--- src/hdl/lpht_pkg.sv ---
// Shared types, codes and defaults for the linear-probe hash table.
`timescale 1ns / 1ps
`default_nettype none

package lpht_pkg;

  // Default table geometry
  localparam int SLOTS_DEF    = 128;
  localparam int KEY_BITS_DEF = 16;

  // Fixed field widths of the item ports
  localparam int KEY_W    = 16;
  localparam int VAL_W    = 16;
  localparam int STATUS_W = 2;
  localparam int SLOT_W   = 7;

  // Operation codes
  localparam logic OP_INSERT = 1'b0;
  localparam logic OP_SEARCH = 1'b1;

  // Result status codes
  typedef enum logic [STATUS_W-1:0] {
    ST_INSERTED  = 2'd0,
    ST_FOUND     = 2'd1,
    ST_NOT_FOUND = 2'd2,
    ST_FULL      = 2'd3
  } status_e;

  // Controller states
  typedef enum logic [2:0] {
    S_CLEAR,
    S_IDLE,
    S_HASH,
    S_PRIME,
    S_PROBE,
    S_FINISH
  } state_e;

  // Commands from controller to datapath
  typedef struct packed {
    logic clr;     // write one empty entry of the clearing pass
    logic load;    // capture the incoming item
    logic hash;    // one home-slot remainder step
    logic prime;   // read the home slot
    logic probe;   // check one slot, read the next
    logic finish;  // move the result into the output register
  } cmd_t;

  // Status from datapath to controller
  typedef struct packed {
    logic clr_done;
    logic hash_done;
    logic probe_stop;
    logic out_free;
  } sts_t;

endpackage

`default_nettype wire

--- src/hdl/linear_probe_hash_table.sv ---
// Linear-probe hash table top level: insert and search items over valid/ready channels.
// Sequence: after accept, a product step and a remainder step find the home slot, then the
//   home slot is read and the walk examines 1..SLOTS slots, one RAM read a cycle.
// Items: one at a time; the next is taken only once the result has reached the output register.
// Reset: a clearing pass marks every slot empty; no item is taken until it ends.
`timescale 1ns / 1ps
`default_nettype none

module linear_probe_hash_table #(
  parameter int SLOTS    = lpht_pkg::SLOTS_DEF,
  parameter int KEY_BITS = lpht_pkg::KEY_BITS_DEF
) (
  input  wire logic                          clk_i,
  input  wire logic                          rst_ni,
  input  wire logic                          in_valid_i,
  output logic                               in_ready_o,
  input  wire logic                          operation_i,
  input  wire logic [lpht_pkg::KEY_W-1:0]    key_i,
  input  wire logic [lpht_pkg::VAL_W-1:0]    value_i,
  output logic                               out_valid_o,
  input  wire logic                          out_ready_i,
  output logic      [lpht_pkg::STATUS_W-1:0] status_o,
  output logic      [lpht_pkg::VAL_W-1:0]    found_value_o,
  output logic      [lpht_pkg::SLOT_W-1:0]   slot_o
);
  import lpht_pkg::*;

  cmd_t cmd;
  sts_t sts;

  // Sequencer
  lpht_ctrl u_ctrl (
    .clk_i      (clk_i),
    .rst_ni     (rst_ni),
    .in_valid_i (in_valid_i),
    .in_ready_o (in_ready_o),
    .sts_i      (sts),
    .cmd_o      (cmd)
  );

  // Table and probe datapath
  lpht_datapath #(
    .SLOTS    (SLOTS),
    .KEY_BITS (KEY_BITS)
  ) u_dp (
    .clk_i         (clk_i),
    .rst_ni        (rst_ni),
    .cmd_i         (cmd),
    .sts_o         (sts),
    .operation_i   (operation_i),
    .key_i         (key_i),
    .value_i       (value_i),
    .out_ready_i   (out_ready_i),
    .out_valid_o   (out_valid_o),
    .status_o      (status_o),
    .found_value_o (found_value_o),
    .slot_o        (slot_o)
  );

endmodule

`default_nettype wire

--- src/hdl/lpht_ram.sv ---
// Generic single-port-write, single-port-read RAM with registered read data.
`timescale 1ns / 1ps
`default_nettype none

module lpht_ram #(
  parameter int WIDTH = 8,
  parameter int DEPTH = 16
) (
  input  wire logic                     clk_i,
  input  wire logic                     we_i,
  input  wire logic [$clog2(DEPTH)-1:0] waddr_i,
  input  wire logic [WIDTH-1:0]         wdata_i,
  input  wire logic                     re_i,
  input  wire logic [$clog2(DEPTH)-1:0] raddr_i,
  output logic      [WIDTH-1:0]         rdata_o
);

  logic [WIDTH-1:0] mem_q [DEPTH];
  logic [WIDTH-1:0] rdata_q;

  // Write port
  always_ff @(posedge clk_i) begin
    if (we_i) begin
      mem_q[waddr_i] <= wdata_i;
    end
  end

  // Registered read port, holds between reads
  always_ff @(posedge clk_i) begin
    if (re_i) begin
      rdata_q <= mem_q[raddr_i];
    end
  end

  assign rdata_o = rdata_q;

endmodule

`default_nettype wire

--- src/hdl/lpht_datapath.sv ---
// Datapath: item capture, home-slot remainder, probe walk, table RAM, result register.
`timescale 1ns / 1ps
`default_nettype none

module lpht_datapath #(
  parameter int SLOTS    = lpht_pkg::SLOTS_DEF,
  parameter int KEY_BITS = lpht_pkg::KEY_BITS_DEF
) (
  input  wire logic                          clk_i,
  input  wire logic                          rst_ni,
  input  wire lpht_pkg::cmd_t                cmd_i,
  output lpht_pkg::sts_t                     sts_o,
  input  wire logic                          operation_i,
  input  wire logic [lpht_pkg::KEY_W-1:0]    key_i,
  input  wire logic [lpht_pkg::VAL_W-1:0]    value_i,
  input  wire logic                          out_ready_i,
  output logic                               out_valid_o,
  output logic      [lpht_pkg::STATUS_W-1:0] status_o,
  output logic      [lpht_pkg::VAL_W-1:0]    found_value_o,
  output logic      [lpht_pkg::SLOT_W-1:0]   slot_o
);
  import lpht_pkg::*;

  localparam int IW     = $clog2(SLOTS);
  localparam int KW     = (KEY_BITS < KEY_W) ? KEY_BITS : KEY_W;
  localparam int WORD_W = 1 + KW + VAL_W;
  localparam int SH_W   = KW + IW;
  localparam int PROD_W = SH_W + KW;
  localparam int REM_W  = KW + IW;
  localparam int RCP_W  = KW + 2;

  localparam logic [IW:0]   SLOTS_W   = (IW+1)'(SLOTS);
  localparam logic [IW-1:0] LAST_IDX  = IW'(SLOTS - 1);
  // Rounded-up reciprocal of the slot count, exact quotient for every key
  localparam logic [RCP_W-1:0] RECIP  =
    RCP_W'(((64'd1 << SH_W) + 64'(SLOTS) - 64'd1) / 64'(SLOTS));

  // Step an index forward, wrapping after the last slot
  function automatic logic [IW-1:0] wrap_idx(input logic [IW-1:0] a);
    return (a == LAST_IDX) ? '0 : a + 1'b1;
  endfunction

  // Item registers
  logic              op_q;
  logic [KW-1:0]     key_q;
  logic [VAL_W-1:0]  val_q;

  // Remainder unit
  logic              hstep_q;
  logic [PROD_W-1:0] prod_q;
  logic [KW-1:0]     quot;
  logic [REM_W-1:0]  rem_full;
  logic [IW-1:0]     rem_q;

  // Probe walk
  logic [IW-1:0]     rd_addr_q;
  logic [IW-1:0]     chk_addr_q;
  logic [IW-1:0]     chk_cnt_q;
  logic [IW-1:0]     clr_addr_q;

  // Table access
  logic [WORD_W-1:0] rd_word;
  logic              ent_valid;
  logic [KW-1:0]     ent_key;
  logic [VAL_W-1:0]  ent_val;
  logic              is_search;
  logic              empty;
  logic              match;
  logic              last;
  logic              stop;
  logic              ins_wr;
  logic              ram_we;
  logic [IW-1:0]     ram_waddr;
  logic [WORD_W-1:0] ram_wdata;
  logic              ram_re;
  logic [IW-1:0]     ram_raddr;

  // Result and output registers
  status_e           res_status;
  logic [VAL_W-1:0]  res_val;
  status_e           res_status_q;
  logic [VAL_W-1:0]  res_val_q;
  logic [SLOT_W-1:0] res_slot_q;
  logic [SLOT_W+IW-1:0] slot_wide;
  logic              out_valid_q;
  logic [STATUS_W-1:0] out_status_q;
  logic [VAL_W-1:0]  out_val_q;
  logic [SLOT_W-1:0] out_slot_q;

  // Capture the item, keep only the key bits in use
  always_ff @(posedge clk_i) begin
    if (cmd_i.load) begin
      op_q  <= operation_i;
      key_q <= key_i[KW-1:0];
      val_q <= value_i;
    end
  end

  // Home slot by reciprocal multiply: product first, then key minus quotient times slots
  assign quot     = prod_q[PROD_W-1:SH_W];
  assign rem_full = REM_W'(key_q) - REM_W'(quot) * REM_W'(SLOTS);

  always_ff @(posedge clk_i) begin
    if (cmd_i.load) begin
      hstep_q <= 1'b0;
    end else if (cmd_i.hash) begin
      hstep_q <= 1'b1;
      if (!hstep_q) begin
        prod_q <= PROD_W'(key_q) * PROD_W'(RECIP);
      end else begin
        rem_q <= rem_full[IW-1:0];
      end
    end
  end

  // Decode the entry read for the slot under check
  assign ent_valid = rd_word[WORD_W-1];
  assign ent_key   = rd_word[VAL_W +: KW];
  assign ent_val   = rd_word[VAL_W-1:0];
  assign is_search = (op_q == OP_SEARCH);
  assign empty     = !ent_valid;
  assign match     = is_search && ent_valid && (ent_key == key_q);
  assign last      = (chk_cnt_q == LAST_IDX);
  assign stop      = empty || match || last;
  assign ins_wr    = cmd_i.probe && empty && !is_search;

  // Pick the outcome of the current check
  always_comb begin
    res_val = '0;
    if (empty) begin
      res_status = is_search ? ST_NOT_FOUND : ST_INSERTED;
    end else if (match) begin
      res_status = ST_FOUND;
      res_val    = ent_val;
    end else begin
      res_status = is_search ? ST_NOT_FOUND : ST_FULL;
    end
  end

  assign slot_wide = {{SLOT_W{1'b0}}, chk_addr_q};

  // Walk the probe sequence with one read in flight
  always_ff @(posedge clk_i) begin
    if (cmd_i.prime) begin
      chk_addr_q <= rem_q;
      rd_addr_q  <= wrap_idx(rem_q);
      chk_cnt_q  <= '0;
    end else if (cmd_i.probe && !stop) begin
      chk_addr_q <= rd_addr_q;
      rd_addr_q  <= wrap_idx(rd_addr_q);
      chk_cnt_q  <= chk_cnt_q + 1'b1;
    end
  end

  // Latch the result when the walk stops
  always_ff @(posedge clk_i) begin
    if (cmd_i.probe && stop) begin
      res_status_q <= res_status;
      res_val_q    <= res_val;
      res_slot_q   <= (res_status == ST_INSERTED || res_status == ST_FOUND) ?
                      slot_wide[SLOT_W-1:0] : '0;
    end
  end

  // Advance the clearing pass after reset
  always_ff @(posedge clk_i or negedge rst_ni) begin
    if (!rst_ni) begin
      clr_addr_q <= '0;
    end else if (cmd_i.clr) begin
      clr_addr_q <= wrap_idx(clr_addr_q);
    end
  end

  // Table RAM port muxing
  assign ram_we    = cmd_i.clr || ins_wr;
  assign ram_waddr = cmd_i.clr ? clr_addr_q : chk_addr_q;
  assign ram_wdata = cmd_i.clr ? '0 : {1'b1, key_q, val_q};
  assign ram_re    = cmd_i.prime || (cmd_i.probe && !stop);
  assign ram_raddr = cmd_i.prime ? rem_q : rd_addr_q;

  lpht_ram #(
    .WIDTH (WORD_W),
    .DEPTH (SLOTS)
  ) u_ram (
    .clk_i   (clk_i),
    .we_i    (ram_we),
    .waddr_i (ram_waddr),
    .wdata_i (ram_wdata),
    .re_i    (ram_re),
    .raddr_i (ram_raddr),
    .rdata_o (rd_word)
  );

  // Output register valid
  always_ff @(posedge clk_i or negedge rst_ni) begin
    if (!rst_ni) begin
      out_valid_q <= 1'b0;
    end else if (cmd_i.finish) begin
      out_valid_q <= 1'b1;
    end else if (out_ready_i) begin
      out_valid_q <= 1'b0;
    end
  end

  // Output register payload
  always_ff @(posedge clk_i) begin
    if (cmd_i.finish) begin
      out_status_q <= res_status_q;
      out_val_q    <= res_val_q;
      out_slot_q   <= res_slot_q;
    end
  end

  assign sts_o.clr_done   = (clr_addr_q == LAST_IDX);
  assign sts_o.hash_done  = hstep_q;
  assign sts_o.probe_stop = stop;
  assign sts_o.out_free   = !out_valid_q || out_ready_i;

  assign out_valid_o   = out_valid_q;
  assign status_o      = out_status_q;
  assign found_value_o = out_val_q;
  assign slot_o        = out_slot_q;

  // The home slot stays inside the table
  a_rem_bound: assert property (@(posedge clk_i) disable iff (!rst_ni)
    cmd_i.prime |-> ({1'b0, rem_q} < SLOTS_W))
    else $error("home slot out of range");

  // A result other than found carries a zero value
  a_val_zero: assert property (@(posedge clk_i) disable iff (!rst_ni)
    out_valid_q && (out_status_q != ST_FOUND) |-> (out_val_q == '0))
    else $error("nonzero value on a miss");

  // A waiting result holds until it is taken
  a_out_hold: assert property (@(posedge clk_i) disable iff (!rst_ni)
    out_valid_q && !out_ready_i |=> out_valid_q && $stable(out_status_q) &&
      $stable(out_val_q) && $stable(out_slot_q))
    else $error("waiting result changed");

endmodule

`default_nettype wire

--- src/hdl/lpht_ctrl.sv ---
// Controller: state machine sequencing clear, hash, probe and result hand-off.
`timescale 1ns / 1ps
`default_nettype none

module lpht_ctrl (
  input  wire logic           clk_i,
  input  wire logic           rst_ni,
  input  wire logic           in_valid_i,
  output logic                in_ready_o,
  input  wire lpht_pkg::sts_t sts_i,
  output lpht_pkg::cmd_t      cmd_o
);
  import lpht_pkg::*;

  state_e state_q;
  state_e state_d;

  // State register
  always_ff @(posedge clk_i or negedge rst_ni) begin
    if (!rst_ni) begin
      state_q <= S_CLEAR;
    end else begin
      state_q <= state_d;
    end
  end

  // Next state and commands
  always_comb begin
    state_d    = state_q;
    cmd_o      = '0;
    in_ready_o = 1'b0;
    case (state_q)
      S_CLEAR: begin
        cmd_o.clr = 1'b1;
        if (sts_i.clr_done) begin
          state_d = S_IDLE;
        end
      end
      S_IDLE: begin
        in_ready_o = 1'b1;
        if (in_valid_i) begin
          cmd_o.load = 1'b1;
          state_d    = S_HASH;
        end
      end
      S_HASH: begin
        cmd_o.hash = 1'b1;
        if (sts_i.hash_done) begin
          state_d = S_PRIME;
        end
      end
      S_PRIME: begin
        cmd_o.prime = 1'b1;
        state_d     = S_PROBE;
      end
      S_PROBE: begin
        cmd_o.probe = 1'b1;
        if (sts_i.probe_stop) begin
          state_d = S_FINISH;
        end
      end
      S_FINISH: begin
        if (sts_i.out_free) begin
          cmd_o.finish = 1'b1;
          state_d      = S_IDLE;
        end
      end
      default: begin
        state_d = S_IDLE;
      end
    endcase
  end

  // At most one datapath command per cycle
  a_cmd_onehot: assert property (@(posedge clk_i) disable iff (!rst_ni)
    $onehot0({cmd_o.clr, cmd_o.load, cmd_o.hash, cmd_o.prime, cmd_o.probe, cmd_o.finish}))
    else $error("overlapping datapath commands");

  // An accepted item goes straight into the remainder steps
  a_load_hash: assert property (@(posedge clk_i) disable iff (!rst_ni)
    cmd_o.load |=> (state_q == S_HASH))
    else $error("item load not followed by hash");

  // Never overwrite a result still waiting downstream
  a_finish_free: assert property (@(posedge clk_i) disable iff (!rst_ni)
    cmd_o.finish |-> sts_i.out_free)
    else $error("result overwritten");

endmodule

`default_nettype wire
--- config.mk ---
export PLATFORM = sky130hd
export DESIGN_NAME = linear_probe_hash_table
export DESIGN_NICKNAME = d
export VERILOG_FILES = /design/src/hdl/lpht_pkg.sv /design/src/hdl/linear_probe_hash_table.sv /design/src/hdl/lpht_ram.sv /design/src/hdl/lpht_datapath.sv /design/src/hdl/lpht_ctrl.sv
export SDC_FILE = /design/constraint.sdc
export NUM_CORES = 2
export LEC_CHECK = 0
export BUFFER_PORTS_ARGS = -buffer_cell sky130_fd_sc_hd__buf_2
export CAP_MARGIN = 20
export CORE_MARGIN = 2
export CORE_UTILIZATION = 42
export CTS_CLUSTER_SIZE = 25
export DETAILED_ROUTE_END_ITERATION = 10
export PLACE_DENSITY = 0.62
export SLEW_MARGIN = 10
export SYNTH_ARGS = -nofsm -noshare
export SYNTH_HDL_FRONTEND = slang
export SYNTH_MEMORY_MAX_BITS = 65536
export SYNTH_SLANG_ARGS = --single-unit
--- constraint.sdc ---
create_clock -name clk_i -period 6.7 [get_ports clk_i]
set_clock_uncertainty 0.05 [all_clocks]
set_input_delay 0.67 -clock clk_i [delete_from_list [all_inputs] [get_ports clk_i]]
set_output_delay 0.67 -clock clk_i [all_outputs]
set_load 0.1 [all_outputs]
# Word-level counts from Yosys, hierarchy flattened
# Memory sizes are Yosys's and may differ from the RTL's. A register that Yosys moved wholly into a read port is not among the register bits.
# Index checks and enable logic that the tools add are counted.
[totals]
inputBits = 37
mem_bits_rw = 4224
n_memories = 1
wordCells = 96
output_inout_bits = 27
register_bits = 123
[memory_table]
columns = ["name", "depth", "width", "rd", "rd_clocked_by_memory_dff", "wr", "line", "rtl"]
rows = [
  ["u_dp.u_ram.mem_q", 128, 33, 1, 1, 1, "lpht_ram.sv:18", "logic [WIDTH-1:0] mem_q [DEPTH];"],
]
[classes]
n_eq_ne = 16
add_sub_neg = 5
bitwise_logic = 1
n_reduce_logical = 23
n_mux = 33
[ops]
columns = ["operator", "count"]
rows = [
  ["two-way mux 7 bit", 9],
  ["two-way mux 33 bit", 1],
  ["adder 7 x 1 -> 7 bit, second input constant", 4],
  ["== test 7 bit, second input constant", 4],
  ["case mux 3 bit (6 select lines)", 1],
  ["== test 16 bit", 1],
  ["two-way mux 3 bit", 5],
  ["two-way mux 1 bit", 14],
  ["subtractor 7 x 1 -> 7 bit, second input constant", 1],
  ["== test 3 x 2 -> 1 bit, second input constant", 2],
  ["== test 3 bit, second input constant", 2],
  ["logical AND 1 bit", 6],
  ["logical OR 1 bit", 6],
  ["two-way mux 2 bit", 3],
  ["inequality test 2 bit, second input constant", 3],
  ["AND reduction 5 bit", 1],
  ["zero test 1 bit", 4],
  ["inequality test 2 x 1 -> 1 bit, second input constant", 2],
  ["nonzero test 2 bit", 2],
  ["== test 3 x 1 -> 1 bit, second input constant", 1],
  ["zero test 3 bit", 1],
  ["AND reduction 3 bit", 1],
  ["== test 2 x 1 -> 1 bit, second input constant", 1],
  ["zero test 2 bit", 1],
  ["other kinds (2)", 2],
]

# Depth between registers and ports, before layout
[logic_depth]
ltp_word = 8
depth_mapped = 15
depth_no_buf = 9

# Modules after synthesis
# A second synthesis with hierarchy kept.
[unflattened]
cells_unflattened = 6531
area_unflattened_um2 = 166629.8
[modules_own_cells]
columns = ["module", "instances", "area_per_inst_um2", "cells_per_inst", "seq_area_each_um2"]
rows = [
  ["lpht_ram", 1, 161461.1, 6171, 127832.6],
  ["lpht_datapath", 1, 4942.2, 335, 3483.3],
  ["lpht_ctrl", 1, 226.5, 25, 75.1],
]

# Least setup slack after synthesis
# OpenSTA, ideal clock, no wires.
[synth_path]
kind = "register -> register"
from = "register u_ctrl.state_q[0]"
to = "memory u_dp.u_ram.mem_q[103][0] (netlist name), enable pin"
stages_incl_launch_ff = 7
period_less_slack_ns = 5.653
path_buffers = 1
path_slack_ns = 1.047
setup_ns = 0.423
t_arrival_ns = 5.180
required_time_ns = 6.227
cell_sequence = "dfrtp_1 -> buf_2 -> nor3_1 -> clkinv_1 -> o31ai_1 -> nand3_1 -> nor2_1"
[synth_between]
elab_chain_len = 7
word_cells_on_any_way = 10
classes_between = "eq/ne: 1; mux: 5; reduce/logical: 4"
[synth_lines]
columns = ["item", "line", "rtl"]
rows = [
  ["from (decl)", "lpht_ctrl.sv:15", "state_e state_q;"],
  ["from (signal assigned)", "lpht_ctrl.sv:23", "state_q <= state_d;"],
  ["== test 3 bit", "lpht_ctrl.sv:32", "case (state_q)"],
  ["two-way mux 1 bit", "lpht_ctrl.sv:32", ""],
  ["logical AND 1 bit (2 in series)", "lpht_datapath.sv:125", "assign ins_wr = cmd_i.probe && empty && !is_search;"],
  ["logical OR 1 bit", "lpht_datapath.sv:175", "assign ram_we = cmd_i.clr || ins_wr;"],
  ["two-way mux 1 bit", "lpht_ram.sv:23", "if (we_i) begin"],
  ["two-way mux 1 bit (implied by the code)", "lpht_ram.sv:24", "mem_q[waddr_i] <= wdata_i;"],
  ["to (decl)", "lpht_ram.sv:18", ""],
]
# Several ways; a longest one is shown, not always the timed one.

# Worst setup path after layout
[layout_path]
from = "register u_dp.rem_q[2]"
to = "register u_dp.u_ram.rdata_q[23], in the netlist u_dp.u_ram.rdata_o[23] (read register of u_dp.u_ram.mem_q) (data pin)"
[layout_between]
elab_chain_len = 1
[layout_lines]
columns = ["item", "line", "rtl"]
rows = [
  ["from (decl)", "lpht_datapath.sv:53", "logic [IW-1:0] rem_q;"],
  ["from (signal assigned)", "lpht_datapath.sv:111", "rem_q <= rem_full[IW-1:0];"],
  ["two-way mux 7 bit", "lpht_datapath.sv:179", "assign ram_raddr = cmd_i.prime ? rem_q : rd_addr_q;"],
  ["to (decl)", "lpht_ram.sv:19", "logic [WIDTH-1:0] rdata_q;"],
]
# No other way between the ends.
# A chain may end at the register's enable or synchronous reset.

==> results.ini <==
[critical_path]
worst_path_largest_cell_delay_ns = 0.96
crit_chain = and4b_1 > a21oi_4 > inv_8 > nand2_1 > buf_4 > a21oi_1 > a2111oi_0 > a311oi_1 > buf_4 > a2111o_1
path_max_fanout = 61
crit-reg2reg-capture = u_dp.u_ram.rdata_o[23]
worst_setup_path_start_kind = flip-flop
worst-endpoint-arrival_ns = 6.38
worstSetupPathType = flip-flop to flip-flop
ff2ff_setup_slack_ns = 1.0
critical_path.endpoint_type = flip-flop
cp.required_ns = 7.38
critical_path.slowest_cell = sky130_fd_sc_hd__a2111oi_0
cpMostUsedCell = sky130_fd_sc_hd__buf_4
worst-r2r-cell-count = 10
worst_r2r_startpoint = u_dp.rem_q[2]

[detailed_routing]
via_per_inst = 6.10
detailroute.via_count = 109000
detail_route.first_pass.iterations = 9
wl_met2_um = 245000
detail_route.drc_violations = 0
met3WireLength_um = 74600
drtIter0Drc = 17900
route.top_layer_used = met5
drt_wl_total_um = 560000
met1Wirelength_um = 210000
route.detailed.wl_per_inst_um = 31.4
final_antenna_net_count = 0

[final_layout]
area_growth_syn_to_layout_pct = 13.9
instances_no_fill = 17800
area_of_combinational_cells_with_multiple_inputs_um2 = 36900
drive_gt1_share_pct = 11.4
mostFrequentLayoutCell = sky130_fd_sc_hd__edfxtp_1
footprint_of_the_flip_flops_and_latches_um2 = 131000
fillers = 33800
most-common-layout-cells = sky130_fd_sc_hd__edfxtp_1 (4361), sky130_fd_sc_hd__nand2_1 (3126), sky130_fd_sc_hd__nand3_1 (1115)
fin_nets = 12100

[clock_tree]
register_clock_pin_slew_on_the_reported_worst_setup_and_hold_paths_ns = 0.07
numCtsBuffers = 438
clk-insertion-delay-late_ns = 1.01
cts_root_buf = sky130_fd_sc_hd__clkbuf_16
tritoncts = done
cts_resized = 0
clockBufferDepth = 4
ctsHoldBuffers = 36
post_cts_setup_bufs = 0
clock-sinks = 4380
htree_num_levels = 5

[global_route]
grt_antenna_before_repair = 40
maximum_number_of_pins_on_one_net_before_global_route_repair = 176
grt_first_pass_wirelength_um = 775000
global_route.usage.total_pct = 26.6
overflow = 0
number_of_global_route_vias_before_repair = 101000

[place]
count_of_input_and_output_buffers = 63
finalWeightedCongestion = 0.925
detailed_place_hpwl_um = 325000
post-place-cells = 16900

[sta]
clock.fmax_mhz = 175
grt_setup_unrepaired = false
finalHoldWorstSlack_ns = 0.0502
maxSlewViolCount = 0
finalHoldViolations = 0
min_period_ns = 5.70
tightestPinTransition_ns = 1.32
timing.final.setup_violations = 0
slew_headroom_pct = 11.7
min_period_over_period_pct = 85.1
final.setup.tns_ns = 0

[synthesis]
synth.lib_cells_used.distinct = 67
syn-cell-area_um2 = 170000
number_of_flops_mapped_to_enable_cells_by_yosys = 4361
postSynthNetCount = 11800
synth_seq_area_share_pct = 77.3
synth-async-reset-ratio_pct = 0.251
post_synth.cell_area_avg_um2 = 14.4
postSynthRegisterBits = 4380
synth_top_flop_cell = sky130_fd_sc_hd__edfxtp_1
warnings_synthesis = 0
postSynthCellCount = 11800

[power_and_ir_drop]
power_leakage_uw = 0.0645
power_density_nw_per_um2 = 416
total_power_draw_uw = 80600
power.ir.vdd_worst_mv = 0.361

[floorplanning]
die_w_um = 640
fp_rows = 233
core_um2 = 403000
design.die.area_um2 = 410000
start_util_pct = 42.2
die_h_um = 640
ioPinCount = 64

[status]
outcome = finished clean

[run]
maxCapViolCount = 0

[worst_hold_path]
hold_path.class = primary input to asynchronous set/reset pin

[critical path: cells and delay by family, from the launching register on]
kind            cells  cell delay, ns
compound gates      5            2.58
flops               1            0.63
simple gates        2            0.94
buf+inv             3            1.11
[synth_stat cells (7+ instances only)]
master                      instances  area share [%]
sky130_fd_sc_hd__a41oi_1           20            0.10
sky130_fd_sc_hd__o211ai_1          23            0.10
sky130_fd_sc_hd__a211oi_1          18           0.080
sky130_fd_sc_hd__nand3b_1          14           0.062
sky130_fd_sc_hd__edfxtp_1        4361              77
sky130_fd_sc_hd__mux2i_1          370             2.2
sky130_fd_sc_hd__buf_2            269            0.79
sky130_fd_sc_hd__buf_1            141            0.31
sky130_fd_sc_hd__nand4_1          121            0.45
sky130_fd_sc_hd__mux2_2            16            0.11
sky130_fd_sc_hd__clkbuf_1         308            0.68
sky130_fd_sc_hd__nor2_1           212            0.47
sky130_fd_sc_hd__a32oi_1          217             1.1
sky130_fd_sc_hd__o31ai_1            7           0.031
sky130_fd_sc_hd__nor2b_1           41            0.15
sky130_fd_sc_hd__mux4_2            59            0.78
sky130_fd_sc_hd__xnor2_1           11           0.057
sky130_fd_sc_hd__nand2_1         3133             6.9
sky130_fd_sc_hd__and2_1            21           0.077
sky130_fd_sc_hd__a32o_1            23            0.14
sky130_fd_sc_hd__a221o_1            7           0.041
sky130_fd_sc_hd__dfrtp_1           11            0.16
sky130_fd_sc_hd__inv_1             16           0.035
sky130_fd_sc_hd__nor3_1            31           0.091
sky130_fd_sc_hd__o31a_1            12           0.062
sky130_fd_sc_hd__dfxtp_1            8           0.094
sky130_fd_sc_hd__o21ai_0           95            0.28
sky130_fd_sc_hd__a2111oi_0         43            0.22
sky130_fd_sc_hd__o2111ai_1         49            0.25
sky130_fd_sc_hd__xor2_1            23            0.12
sky130_fd_sc_hd__a31oi_1          226            0.83
sky130_fd_sc_hd__nand3_1         1121             3.3
sky130_fd_sc_hd__o221ai_1          35            0.18
sky130_fd_sc_hd__a21oi_1          371             1.1
sky130_fd_sc_hd__a211o_1            7           0.036
sky130_fd_sc_hd__o22ai_1           52            0.19
sky130_fd_sc_hd__nand2b_1          17           0.063
sky130_fd_sc_hd__and3_1            76            0.28
sky130_fd_sc_hd__a221oi_1          15           0.077
sky130_fd_sc_hd__a2111o_1          15           0.099
sky130_fd_sc_hd__a311oi_1          13           0.067
sky130_fd_sc_hd__buf_4             10           0.044
sky130_fd_sc_hd__nor4_1            15           0.055
sky130_fd_sc_hd__a22oi_1           77            0.34
[cell type report]
class,count,share of cell area (%)
tap,5405,3.49
sequential,4380,67.9
clock inverter,276,1.14
antenna,13,0.0168
clock buffer,530,5.93
inverter,20,0.0524
timing repair buffer,520,2.40
multi-input combinational,6660,19.1
[layer usage]
metal / GRT usage [%] / vias to the layer above
li1: - / 44900
met1: 36.3 / 55100
met2: 39.7 / 7415
met3: 7.11 / 1153
met4: 12.2 / 24
met5: 0 / -
[where the power goes]
| part | internal (uW) | switching (uW) |
|---|---|---|
| Sequential | 34900 | 543 |
| Clock | 13300 | 10400 |
| Combinational | 4430 | 17100 |
[worst max-delay path by stage]
stage | cells past startpoint | start | end | slack (ns)
floorplan | 6 | u_ctrl.state_q[0] | u_dp.u_ram.mem_q[103][0] | 1.05
global placement | 10 | u_ctrl.state_q[2] | u_dp.u_ram.rdata_o[26] | 0.40
detailed placement | 10 | u_dp.rem_q[2] | u_dp.u_ram.rdata_o[23] | 1.18
CTS | 12 | u_dp.rem_q[2] | u_dp.u_ram.rdata_o[30] | 1.14
global route | 12 | u_dp.rem_q[2] | u_dp.u_ram.rdata_o[14] | 1.04
finish | 10 | u_dp.rem_q[2] | u_dp.u_ram.rdata_o[23] | 1.0
[cells by family after synthesis]
logic type,synth area share (%)
buf+inv,1.87
compound gates,5.43
xor+xnor,0.175
simple gates,12.1
mux,3.09
fa+ha+maj,0.0295
flops,77.3
[state kept, by name, summed over array words and instances, names as in the netlist]
| signal | cells |
|---|---|
| u_ctrl.state_q | 3 |
| u_dp.chk_addr_q | 7 |
| u_dp.chk_cnt_q | 7 |
| u_dp.clr_addr_q | 7 |
| u_dp.found_value_o | 16 |
| u_dp.hstep_q | 1 |
| u_dp.is_search | 1 |
| u_dp.key_q | 16 |
| u_dp.out_valid_o | 1 |
| u_dp.rd_addr_q | 7 |
| u_dp.rem_q | 7 |
| u_dp.res_slot_q | 7 |
| u_dp.res_status_q | 2 |
| u_dp.res_val_q | 16 |
| u_dp.slot_o | 7 |
| u_dp.status_o | 2 |
| u_dp.u_ram.mem_q | 4224 |
| u_dp.u_ram.rdata_o | 33 |
| u_dp.val_q | 16 |
[stage by stage]
stage / worst slack [ns] / util (%) / instance area, um^2
3_5_place_dp: 1.18 / 44.5 / 179000
2_1_floorplan: 1.05 / - / 170000
5_1_grt: 1.04 / 48.1 / 193000
4_1_cts: 1.14 / 48.0 / 193000
3_3_place_gp: 0.399 / 44.5 / 179000
6_report: 0.999 / 48.1 / 194000
(Power assumes the default switching activity.)
